[config.mk]
export PLATFORM = sky130hd
export DESIGN_NAME = rcnb_word_encoder_top_flat
export DESIGN_NICKNAME = d
export VERILOG_FILES = /design/src/hw/rtl/rcnb_pkg.sv /design/src/hw/rtl/rcnb_in_if.sv /design/src/hw/rtl/rcnb_out_if.sv /design/src/hw/rtl/rcnb_word_encoder_top.sv /design/src/flat_wrapper.sv
export SDC_FILE = /design/constraint.sdc
export NUM_CORES = 1
export LEC_CHECK = 0
export ABC_AREA = 1
export ABC_CLOCK_PERIOD_IN_PS = 8100
export BUFFER_PORTS_ARGS = -buffer_cell sky130_fd_sc_hd__buf_2
export CORE_ASPECT_RATIO = 1.5
export CORE_MARGIN = 5
export CORE_UTILIZATION = 43
export CTS_CLUSTER_DIAMETER = 50
export DETAILED_ROUTE_END_ITERATION = 7
export PLACE_DENSITY_LB_ADDON = 0.1
export SKIP_CTS_REPAIR_TIMING = 1
export SYNTH_ARGS = -nofsm -noshare
export SYNTH_HDL_FRONTEND = slang
export SYNTH_SLANG_ARGS = --single-unit
[constraint.sdc]
create_clock -name clk -period 8.1 [get_ports clk]
set_input_delay 0.81 -clock clk [delete_from_list [all_inputs] [get_ports clk]]
set_output_delay 0.81 -clock clk [all_outputs]
set_load 0.005 [all_outputs]
[src/hw/rtl/rcnb_pkg.sv]
// Package for the RCNB word encoder: digit radices, reciprocal constants
// and the four symbol tables. No dependencies.
package rcnb_pkg;

  localparam int unsigned WordW = 16;
  localparam int unsigned ValW  = 15;
  localparam int unsigned CharW = 10;
  localparam int unsigned DigW  = 4;

  // Radices of the mixed-radix split of v.
  localparam logic [15:0] ModR = 16'd2250;
  localparam logic [15:0] ModC = 16'd150;
  localparam logic [7:0]  ModN = 8'd10;

  // Reciprocals: RecipR underestimates by at most one, RecipC and RecipN are
  // exact over the remainder ranges that reach them.
  localparam logic [4:0]  RecipR = 5'd29;   // 2^16 / 2250
  localparam logic [8:0]  RecipC = 9'd437;  // 2^16 / 150
  localparam logic [7:0]  RecipN = 8'd205;  // 2^11 / 10

  typedef logic [CharW-1:0] char_t;
  typedef logic [DigW-1:0]  digit_t;

  function automatic char_t sym_r(input digit_t d);
    char_t c;
    case (d)
      4'd0:    c = 10'd114;
      4'd1:    c = 10'd82;
      4'd2:    c = 10'd340;
      4'd3:    c = 10'd341;
      4'd4:    c = 10'd342;
      4'd5:    c = 10'd343;
      4'd6:    c = 10'd344;
      4'd7:    c = 10'd345;
      4'd8:    c = 10'd422;
      4'd9:    c = 10'd528;
      4'd10:   c = 10'd529;
      4'd11:   c = 10'd530;
      4'd12:   c = 10'd531;
      4'd13:   c = 10'd588;
      4'd14:   c = 10'd589;
      default: c = 10'd0;
    endcase
    return c;
  endfunction

  function automatic char_t sym_c(input digit_t d);
    char_t c;
    case (d)
      4'd0:    c = 10'd99;
      4'd1:    c = 10'd67;
      4'd2:    c = 10'd262;
      4'd3:    c = 10'd263;
      4'd4:    c = 10'd264;
      4'd5:    c = 10'd265;
      4'd6:    c = 10'd266;
      4'd7:    c = 10'd267;
      4'd8:    c = 10'd268;
      4'd9:    c = 10'd269;
      4'd10:   c = 10'd391;
      4'd11:   c = 10'd392;
      4'd12:   c = 10'd199;
      4'd13:   c = 10'd571;
      4'd14:   c = 10'd572;
      default: c = 10'd0;
    endcase
    return c;
  endfunction

  function automatic char_t sym_n(input digit_t d);
    char_t c;
    case (d)
      4'd0:    c = 10'd110;
      4'd1:    c = 10'd78;
      4'd2:    c = 10'd323;
      4'd3:    c = 10'd324;
      4'd4:    c = 10'd325;
      4'd5:    c = 10'd326;
      4'd6:    c = 10'd327;
      4'd7:    c = 10'd328;
      4'd8:    c = 10'd413;
      4'd9:    c = 10'd414;
      4'd10:   c = 10'd209;
      4'd11:   c = 10'd504;
      4'd12:   c = 10'd505;
      4'd13:   c = 10'd544;
      4'd14:   c = 10'd565;
      default: c = 10'd0;
    endcase
    return c;
  endfunction

  function automatic char_t sym_b(input digit_t d);
    char_t c;
    case (d)
      4'd0:    c = 10'd98;
      4'd1:    c = 10'd66;
      4'd2:    c = 10'd384;
      4'd3:    c = 10'd385;
      4'd4:    c = 10'd387;
      4'd5:    c = 10'd388;
      4'd6:    c = 10'd389;
      4'd7:    c = 10'd223;
      4'd8:    c = 10'd222;
      4'd9:    c = 10'd254;
      default: c = 10'd0;
    endcase
    return c;
  endfunction

endpackage

[src/hw/rtl/rcnb_in_if.sv]
// Input channel of the RCNB word encoder: one 16-bit word and a last flag.
// Uses rcnb_pkg for the word width.
interface rcnb_in_if;
  logic                           valid;
  logic                           ready;
  logic [rcnb_pkg::WordW-1:0]     word;
  logic                           last;

  modport source (output valid, output word, output last, input ready);
  modport sink   (input valid, input word, input last, output ready);
endinterface

[src/hw/rtl/rcnb_out_if.sv]
// Output channel of the RCNB word encoder: one quad of code points and the
// last flag. Uses rcnb_pkg for the character type.
interface rcnb_out_if;
  logic            valid;
  logic            ready;
  rcnb_pkg::char_t char0;
  rcnb_pkg::char_t char1;
  rcnb_pkg::char_t char2;
  rcnb_pkg::char_t char3;
  logic            last_out;

  modport source (output valid, output char0, output char1, output char2,
                  output char3, output last_out, input ready);
  modport sink   (input valid, input char0, input char1, input char2,
                  input char3, input last_out, output ready);
endinterface

[src/hw/rtl/rcnb_word_encoder_top.sv]
// RCNB word encoder: six-stage pipeline that turns each 16-bit word into a
// quad of code points. Depends on rcnb_pkg, rcnb_in_if and rcnb_out_if.
//
// Usage:
//   words carries one request per 16-bit word (first byte in the high half)
//   plus a last flag. quads carries one request per word: four 10-bit code
//   points in r,c,n,b order, or n,b,r,c when bit 15 of the word is set, and
//   the last flag copied through.
//   Throughput is one word per cycle while quads.ready stays high. The six
//   register stages, in order, are: reciprocal estimate of the top digit,
//   correction of that digit and its remainder, second digit, second
//   remainder, the last two digits, and the table lookup with order swap
//   into the output register.
//   Each stage holds its item while the stage behind it is full and stalled,
//   so when the receiver drops ready the pipeline fills up and then
//   words.ready falls; no request is lost or repeated. Bubbles close up.
//   Reset (synchronous, active high) empties every stage; there is no other
//   state.
module rcnb_word_encoder_top (
  input  logic        clk,
  input  logic        rst,
  rcnb_in_if.sink     words,
  rcnb_out_if.source  quads
);

  localparam int unsigned NumStages = 6;

  logic [NumStages-1:0] val;
  logic [NumStages-1:0] adv;

  // A stage may load when it is empty or its content moves on this cycle.
  always_comb begin
    adv[NumStages-1] = !val[NumStages-1] || quads.ready;
    for (int k = NumStages - 2; k >= 0; k--) begin
      adv[k] = !val[k] || adv[k+1];
    end
  end

  assign words.ready = adv[0];

  always_ff @(posedge clk) begin
    if (rst) begin
      val <= '0;
    end else begin
      if (adv[0]) begin
        val[0] <= words.valid;
      end
      for (int k = 1; k < NumStages; k++) begin
        if (adv[k]) begin
          val[k] <= val[k-1];
        end
      end
    end
  end

  // Stage 1: estimate of v / 2250.
  logic [rcnb_pkg::ValW-1:0] s1_v;
  rcnb_pkg::digit_t          s1_est;
  logic                      s1_swap;
  logic                      s1_last;
  logic [19:0]               s1_prod;

  assign s1_prod = 20'(words.word[rcnb_pkg::ValW-1:0]) * 20'(rcnb_pkg::RecipR);

  always_ff @(posedge clk) begin
    if (adv[0] && words.valid) begin
      s1_v    <= words.word[rcnb_pkg::ValW-1:0];
      s1_est  <= s1_prod[19:16];
      s1_swap <= words.word[rcnb_pkg::WordW-1];
      s1_last <= words.last;
    end
  end

  // Stage 2: the estimate is at most one low, so one compare fixes it.
  logic [15:0]      s2_rem0;
  logic [15:0]      s2_rem_c;
  rcnb_pkg::digit_t s2_dr;
  logic [11:0]      s2_rem;
  logic             s2_swap;
  logic             s2_last;

  always_comb begin
    s2_rem0  = 16'(s1_v) - (16'(s1_est) * rcnb_pkg::ModR);
    s2_rem_c = s2_rem0 - rcnb_pkg::ModR;
  end

  always_ff @(posedge clk) begin
    if (adv[1] && val[0]) begin
      if (s2_rem0 >= rcnb_pkg::ModR) begin
        s2_dr  <= s1_est + 4'd1;
        s2_rem <= s2_rem_c[11:0];
      end else begin
        s2_dr  <= s1_est;
        s2_rem <= s2_rem0[11:0];
      end
      s2_swap <= s1_swap;
      s2_last <= s1_last;
    end
  end

  // Stage 3: second digit, remainder / 150.
  logic [20:0]      s3_prod;
  rcnb_pkg::digit_t s3_dr;
  rcnb_pkg::digit_t s3_dc;
  logic [11:0]      s3_rem;
  logic             s3_swap;
  logic             s3_last;

  assign s3_prod = 21'(s2_rem) * 21'(rcnb_pkg::RecipC);

  always_ff @(posedge clk) begin
    if (adv[2] && val[1]) begin
      s3_dr   <= s2_dr;
      s3_dc   <= s3_prod[19:16];
      s3_rem  <= s2_rem;
      s3_swap <= s2_swap;
      s3_last <= s2_last;
    end
  end

  // Stage 4: remainder below 150.
  logic [11:0]      s4_rem_full;
  rcnb_pkg::digit_t s4_dr;
  rcnb_pkg::digit_t s4_dc;
  logic [7:0]       s4_rem;
  logic             s4_swap;
  logic             s4_last;

  assign s4_rem_full = s3_rem - (12'(s3_dc) * 12'(rcnb_pkg::ModC));

  always_ff @(posedge clk) begin
    if (adv[3] && val[2]) begin
      s4_dr   <= s3_dr;
      s4_dc   <= s3_dc;
      s4_rem  <= s4_rem_full[7:0];
      s4_swap <= s3_swap;
      s4_last <= s3_last;
    end
  end

  // Stage 5: last two digits, remainder / 10 and remainder % 10.
  logic [15:0]      s5_prod;
  rcnb_pkg::digit_t s5_dn_c;
  logic [7:0]       s5_db_full;
  rcnb_pkg::digit_t s5_dr;
  rcnb_pkg::digit_t s5_dc;
  rcnb_pkg::digit_t s5_dn;
  rcnb_pkg::digit_t s5_db;
  logic             s5_swap;
  logic             s5_last;

  always_comb begin
    s5_prod    = 16'(s4_rem) * 16'(rcnb_pkg::RecipN);
    s5_dn_c    = s5_prod[14:11];
    s5_db_full = s4_rem - (8'(s5_dn_c) * rcnb_pkg::ModN);
  end

  always_ff @(posedge clk) begin
    if (adv[4] && val[3]) begin
      s5_dr   <= s4_dr;
      s5_dc   <= s4_dc;
      s5_dn   <= s5_dn_c;
      s5_db   <= s5_db_full[3:0];
      s5_swap <= s4_swap;
      s5_last <= s4_last;
    end
  end

  // Stage 6: symbol lookup and order swap into the output register.
  rcnb_pkg::char_t cr;
  rcnb_pkg::char_t cc;
  rcnb_pkg::char_t cn;
  rcnb_pkg::char_t cb;

  always_comb begin
    cr = rcnb_pkg::sym_r(s5_dr);
    cc = rcnb_pkg::sym_c(s5_dc);
    cn = rcnb_pkg::sym_n(s5_dn);
    cb = rcnb_pkg::sym_b(s5_db);
  end

  always_ff @(posedge clk) begin
    if (adv[5] && val[4]) begin
      if (s5_swap) begin
        quads.char0 <= cn;
        quads.char1 <= cb;
        quads.char2 <= cr;
        quads.char3 <= cc;
      end else begin
        quads.char0 <= cr;
        quads.char1 <= cc;
        quads.char2 <= cn;
        quads.char3 <= cb;
      end
      quads.last_out <= s5_last;
    end
  end

  assign quads.valid = val[NumStages-1];

endmodule

[src/flat_wrapper.sv]
// flat-port wrapper written by rule: the top's interface ports become plain ports
module rcnb_word_encoder_top_flat 
  (clk, rst, words_valid, words_word, words_last, words_ready, quads_valid, quads_char0, quads_char1, quads_char2, quads_char3, quads_last_out, quads_ready);
  rcnb_in_if words_i ();
  rcnb_out_if quads_i ();
  input  logic clk;
  input  logic rst;
  input wire logic [$bits(words_i.valid)-1:0] words_valid;
  input wire logic [$bits(words_i.word)-1:0] words_word;
  input wire logic [$bits(words_i.last)-1:0] words_last;
  output wire logic [$bits(words_i.ready)-1:0] words_ready;
  output wire logic [$bits(quads_i.valid)-1:0] quads_valid;
  output wire logic [$bits(quads_i.char0)-1:0] quads_char0;
  output wire logic [$bits(quads_i.char1)-1:0] quads_char1;
  output wire logic [$bits(quads_i.char2)-1:0] quads_char2;
  output wire logic [$bits(quads_i.char3)-1:0] quads_char3;
  output wire logic [$bits(quads_i.last_out)-1:0] quads_last_out;
  input wire logic [$bits(quads_i.ready)-1:0] quads_ready;
  assign words_i.valid = words_valid;
  assign words_i.word = words_word;
  assign words_i.last = words_last;
  assign words_ready = words_i.ready;
  assign quads_valid = quads_i.valid;
  assign quads_char0 = quads_i.char0;
  assign quads_char1 = quads_i.char1;
  assign quads_char2 = quads_i.char2;
  assign quads_char3 = quads_i.char3;
  assign quads_last_out = quads_i.last_out;
  assign quads_i.ready = quads_ready;
  rcnb_word_encoder_top u_core (.clk(clk), .rst(rst), .words(words_i), .quads(quads_i));
endmodule
After elaboration in Yosys (flattened, before gate mapping)
Memories as Yosys holds them, arrays and structs flattened. A register that Yosys moved wholly into a read port is not among the register bits.
Index checks and enable logic that the tools add are counted.
{ "classes": {"addsub": 5, "multipliers": 6, "order_cmp": 1, "mux": 10, "reduce_logical": 18} }
{ "ops": {"columns": ["op", "n"], "rows": [
  ["two-way mux 10 bit", 4],
  ["multiplier 12 x 9 -> 20 bit (second input constant)", 1],
  ["multiplier 15 x 5 -> 20 bit (second input constant)", 1],
  ["two-way mux 4 bit", 5],
  [">= comparator 16 x 12 -> 1 bit (second input constant)", 1],
  ["subtractor 15 x 16 -> 16 bit", 1],
  ["multiplier 4 x 11 -> 15 bit (second input constant)", 1],
  ["multiplier 8 x 8 -> 15 bit (second input constant)", 1],
  ["two-way mux 12 bit", 1],
  ["subtractor 12 bit (second input constant)", 1],
  ["subtractor 8 bit", 1],
  ["multiplier 4 x 7 -> 7 bit (second input constant)", 1],
  ["logical AND 1 bit", 6],
  ["logical NOT 1 bit", 6],
  ["logical OR 1 bit", 6],
  ["adder 4 x 1 -> 4 bit (second input constant)", 1],
  ["multiplier 4 x 3 -> 3 bit (second input constant)", 1],
  ["subtractor 4 bit", 1]
]} }
{ "word_totals": {"reg_bits": 140, "romBits": 624, "input_bits": 21, "output_inout_bits": 43, "wordCells": 79, "mem_count": 4} }
{ "memory_table": {"columns": ["name", "depth", "width", "rd", "rd_clocked_by_memory_dff", "write_ports", "line", "text"], "rows": [
  ["(no name shown)", 16, 10, 1, 1, 0, "rcnb_pkg.sv:26", "case (d)"],
  ["(no name shown)", 16, 10, 1, 1, 0, "rcnb_pkg.sv:49", "case (d)"],
  ["(no name shown)", 16, 10, 1, 1, 0, "rcnb_pkg.sv:72", "case (d)"],
  ["(no name shown)", 16, 9, 1, 1, 0, "rcnb_pkg.sv:95", "case (d)"]
]} }

Depth between registers and ports, before layout
{ "logic_depth": {"depth_word": 8, "mapped_depth": 27, "ltp_nobuf": 27} }

Least setup slack after synthesis
OpenSTA, ideal clock, no wires.
{ "synth_path": {"path_type": "register to register", "from": "register u_core.s4_rem[2]", "to": "register, netlist name u_core.cb[8]", "setup_ns": 0.064, "arrival_ns": 4.664, "path_slack_ns": 3.372, "path_stages_with_launch": 23, "path_buffers": 0, "synth_period_minus_slack_ns": 4.728, "path_cell_list": "edfxtp_1 ha_1 inv_1 fa_1 inv_1 fa_1 inv_1 fa_1 inv_1 ha_1 a21oi_1 nor2_1 nor2_1 nand3_1 nand2_1 inv_1 ha_1 fa_1 o21ai_0 inv_1 o21ai_0 inv_1 nor2_1"} }
{ "synth_via": {"elab_chain_cells": 4} }
{ "synth_rtl": {"columns": ["element", "line", "text"], "rows": [
  ["start: declaration", "rcnb_word_encoder_top.sv:125", "logic [7:0] s4_rem;"],
  ["start signal: assignment", "rcnb_word_encoder_top.sv:135", "s4_rem <= s4_rem_full[7:0];"],
  ["multiplier 8 x 8 -> 15 bit", "rcnb_word_encoder_top.sv:153", "s5_prod = 16'(s4_rem) * 16'(rcnb_pkg::RecipN);"],
  ["via u_core.s5_prod[11]", "rcnb_word_encoder_top.sv:142", "logic [15:0] s5_prod;"],
  ["multiplier 4 x 3 -> 3 bit", "rcnb_word_encoder_top.sv:155", "s5_db_full = s4_rem - (8'(s5_dn_c) * rcnb_pkg::ModN);"],
  ["subtractor 4 bit", "rcnb_word_encoder_top.sv:155", null],
  ["two-way mux 4 bit (no source line)", null, null]
]} }
The timed path passes the listed nets, and every way through them passes these cells.
A chain may end at the register's enable or synchronous reset.

Worst setup path in the final report
{ "layout_path": {"from": "register u_core.s4_rem[2]", "to": "register, netlist name u_core.cb[8]"} }
{ "layout_via": {"elab_chain_cells": 4} }
{ "layout_rtl": {"columns": ["element", "line"], "rows": [
  ["multiplier 8 x 8 -> 15 bit", "rcnb_word_encoder_top.sv:153"],
  ["via u_core.s5_prod[11]", "rcnb_word_encoder_top.sv:142"],
  ["multiplier 4 x 3 -> 3 bit", "rcnb_word_encoder_top.sv:155"],
  ["subtractor 4 bit", "rcnb_word_encoder_top.sv:155"],
  ["two-way mux 4 bit (no source line)", null]
]} }
The timed path passes the listed nets, and every way through them passes these cells.

==> impl_metrics.csv <==
group,metric,value,unit
status,status,"completed",
drt,ant_nets,0,
logic_synthesis,syn_inst,1467,
drt,drtIter0Drc,295,
finish,n_antenna_cell,0,
timing,min_period_over_period,63.6,%
global_routing,grt.total_usage,15.4,%
global_routing,grt_start_max_net_pins,42,
logic_synthesis,syn_nets,1758,
critical_path,cp_data_required_time,8.48,ns
clocking,clk_pin_slew,0.07,ns
logic_synthesis,synth_area_leaders,"edfxtp_1, ha_1, fa_1, nand2_1, inv_1",
clocking,clock-root-buffer,"clkbuf_16",
logic_synthesis,yosys_warnings,0,
logic_synthesis,seq_area_frac_synth,36.3,%
timing,fin_skew,0.00887,ns
finish,drive_gt1_share,8.83,%
clocking,htreeDepth,4,
run,max_cap_viol_count,0,
place,gp_routability_congestion,0.843,
logic_synthesis,synth_top_area_share,29.9,%
clocking,clock_latency,0.44,ns
place,dp_cells,1925,
logic_synthesis,synthFlopType,"edfxtp_1",
global_routing,grt_pass1_vias,9465,
logic_synthesis,synth_seq_cells,177,
clocking,cts_tree,"yes",
timing,rsz0062_at_grt,"false",
place,dpl_cell_area,14200,µm²
logic_synthesis,synth.most_common_cell,"nand2_1",
drt,drc,0,
min_path,hold_class,"flip-flop to flip-flop",
drt,firstDrtPassIters,4,
timing,relSlewSlack,30.0,%
drt,routed_via_density,4.79,
finish,postLayoutCellArea,14800,µm²
clocking,cts_buffer_depth,2,
die,start_util,43.5,%
die,ioPinCount,64,
global_routing,overflow,0,
die,die_h,227,µm
finish,area_delta_synth_final,10.1,%
timing,fmax,194,MHz
critical_path,cp.arrival,5.53,ns
logic_synthesis,synth_top_cell_by_area,"edfxtp_1",
drt,drt_wl_total,25900,µm
logic_synthesis,ys_types,45,
die,core,30900,µm²
die,die_w,154,µm
critical_path,cp_max_fo,5,
timing,hold_viol_final,0,
logic_synthesis,synth_common_cells,"nand2_1, inv_1, ha_1, edfxtp_1, nand3_1",
critical_path,worstSetupPathType,"flip-flop to flip-flop",
finish,num-fill-cells,3004,
timing,drv_slew,0,
drt,via_count,9368,
timing,setup_violations,0,
die,rows,79,
finish,nets,1830,
finish,fin_cells,1957,
critical_path,startpoint_type,"flip-flop",
clocking,clock-sinks,177,
drt,wl_per_cell,13.2,µm
logic_synthesis,synth-edff-count,134,
global_routing,antenna_found_initial,0,
finish,register_area,4880,µm²
timing,fin_crit,5.15,ns
place,dpl.hpwl,21900,µm
timing,worstMarginPinSlew,1.05,ns
logic_synthesis,synthArstFlopShare,0,%
critical_path,critPathCaptureType,"flip-flop",
global_routing,grt_pass1_wl,43600,µm
clocking,numCtsBuffers,17,
die,dieArea,35000,µm²
finish,post-route-util,47.8,%
finish,multi_input_area,7340,µm²
logic_synthesis,avgSynthCellArea,9.16,µm²
logic_synthesis,netlist_area,13400,µm²
timing,fin_tns_setup,0,ns
place,placement.io_buffers,63,
## per-layer routing
layer  part of all wire [%]  vias up  global-route usage (%)
li1                       -     4884                       -
met3                    2.3       44                    2.52
met5                      0        -                       0
met2                     57      104                    31.4
met4                    2.6        0                    5.19
met1                     38     4336                    15.6
## flip-flops by register name, summed over array words and instances (netlist names), 6 cells and up
name and flops:
u_core.s1_v 15, u_core.s2_rem 12, u_core.cn 10, u_core.cr 10
u_core.quads.char0 10, u_core.quads.char1 10, u_core.quads.char2 10, u_core.quads.char3 10
u_core.cc 9, u_core.cb 8, u_core.s3_rem 8, u_core.s4_rem 8
u_core.val 6
## worst max-delay path: stages, from the launching register on
cell and delay (ns):
edfxtp_1 0.44, ha_1 0.33, inv_1 0.06, fa_1 0.53, inv_1 0.05, fa_1 0.50
inv_1 0.05, fa_1 0.53, inv_1 0.06, ha_1 0.32, a21oi_1 0.19, nor2_1 0.06
nor2_1 0.12, nand3_1 0.09, nand2_1 0.11, inv_1 0.09, ha_1 0.20, fa_1 0.46
o21ai_0 0.42, inv_1 0.17, o21ai_0 0.18, inv_1 0.05, nor2_1 0.09
## area by class of cell
class | count | share of cell area, %
inverter | 305 | 7.73
multi-input combinational | 972 | 49.6
sequential | 177 | 33.0
tap | 405 | 3.42
timing repair buffer | 66 | 2.28
clock inverter | 11 | 0.786
clock buffer | 21 | 3.19
## logic make-up after synthesis
logic type | Yosys count | synth area share (%)
AOI/OAI and AO/OA | 155 | 6.36
buffers and inverters | 318 | 9.12
DFF | 177 | 36.3
adders and majority gates | 270 | 29.2
xor gates and xnor gates | 41 | 2.67
and+or+nand+nor | 506 | 16.3
## placed cells by master, fill, tap and decap left out, types with 2 or more instances in the layout
master	Yosys	routed
o21ai_0	72	72
nand2_2	7	7
or2_2	10	10
o211ai_1	2	2
nand2_1	303	303
nor3_1	4	4
a21oi_1	52	52
inv_2	5	5
fa_1	73	73
edfxtp_1	134	134
inv_6	0	4
clkbuf_1	7	2
clkinv_4	0	3
a21o_1	5	5
xnor2_1	19	19
buf_4	0	3
a21oi_2	2	2
o21a_1	3	3
nand3b_1	9	9
clkinv_1	2	2
nor2_4	2	3
nor2_1	63	62
ha_1	197	197
clkbuf_16	0	18
nand4_1	10	10
inv_1	298	298
o21ai_1	3	3
dfxtp_1	43	43
nand3_2	4	4
nand2_4	3	3
o22ai_1	2	2
nand3_1	83	83
o21ai_2	5	5
buf_2	2	63
xor2_1	22	22
o21bai_1	3	3
or2_1	3	3
## final timing paths
check,start,end,slack [ns],cells past startpoint
setup / recovery,u_core.s4_rem[2],u_core.cb[8],2.95,22
hold / removal,u_core.s3_dr[3],u_core.s4_dr[3],0.42,0
setup reg to reg,u_core.s4_rem[2],u_core.cb[8],2.95,22
hold reg to reg,u_core.s3_dr[3],u_core.s4_dr[3],0.42,0
## metrics by stage
step	setup slack [ns]	hold slack, ns
2_1_floorplan	3.37	0.400
3_3_place_gp	2.99	0.401
3_5_place_dp	2.90	0.405
4_1_cts	2.88	0.419
5_1_grt	2.52	0.426
6_report	2.95	0.416
Power is left out: the tool's default activity adds up to more than one toggle a clock period on the data nets, which glitch-free logic cannot reach.
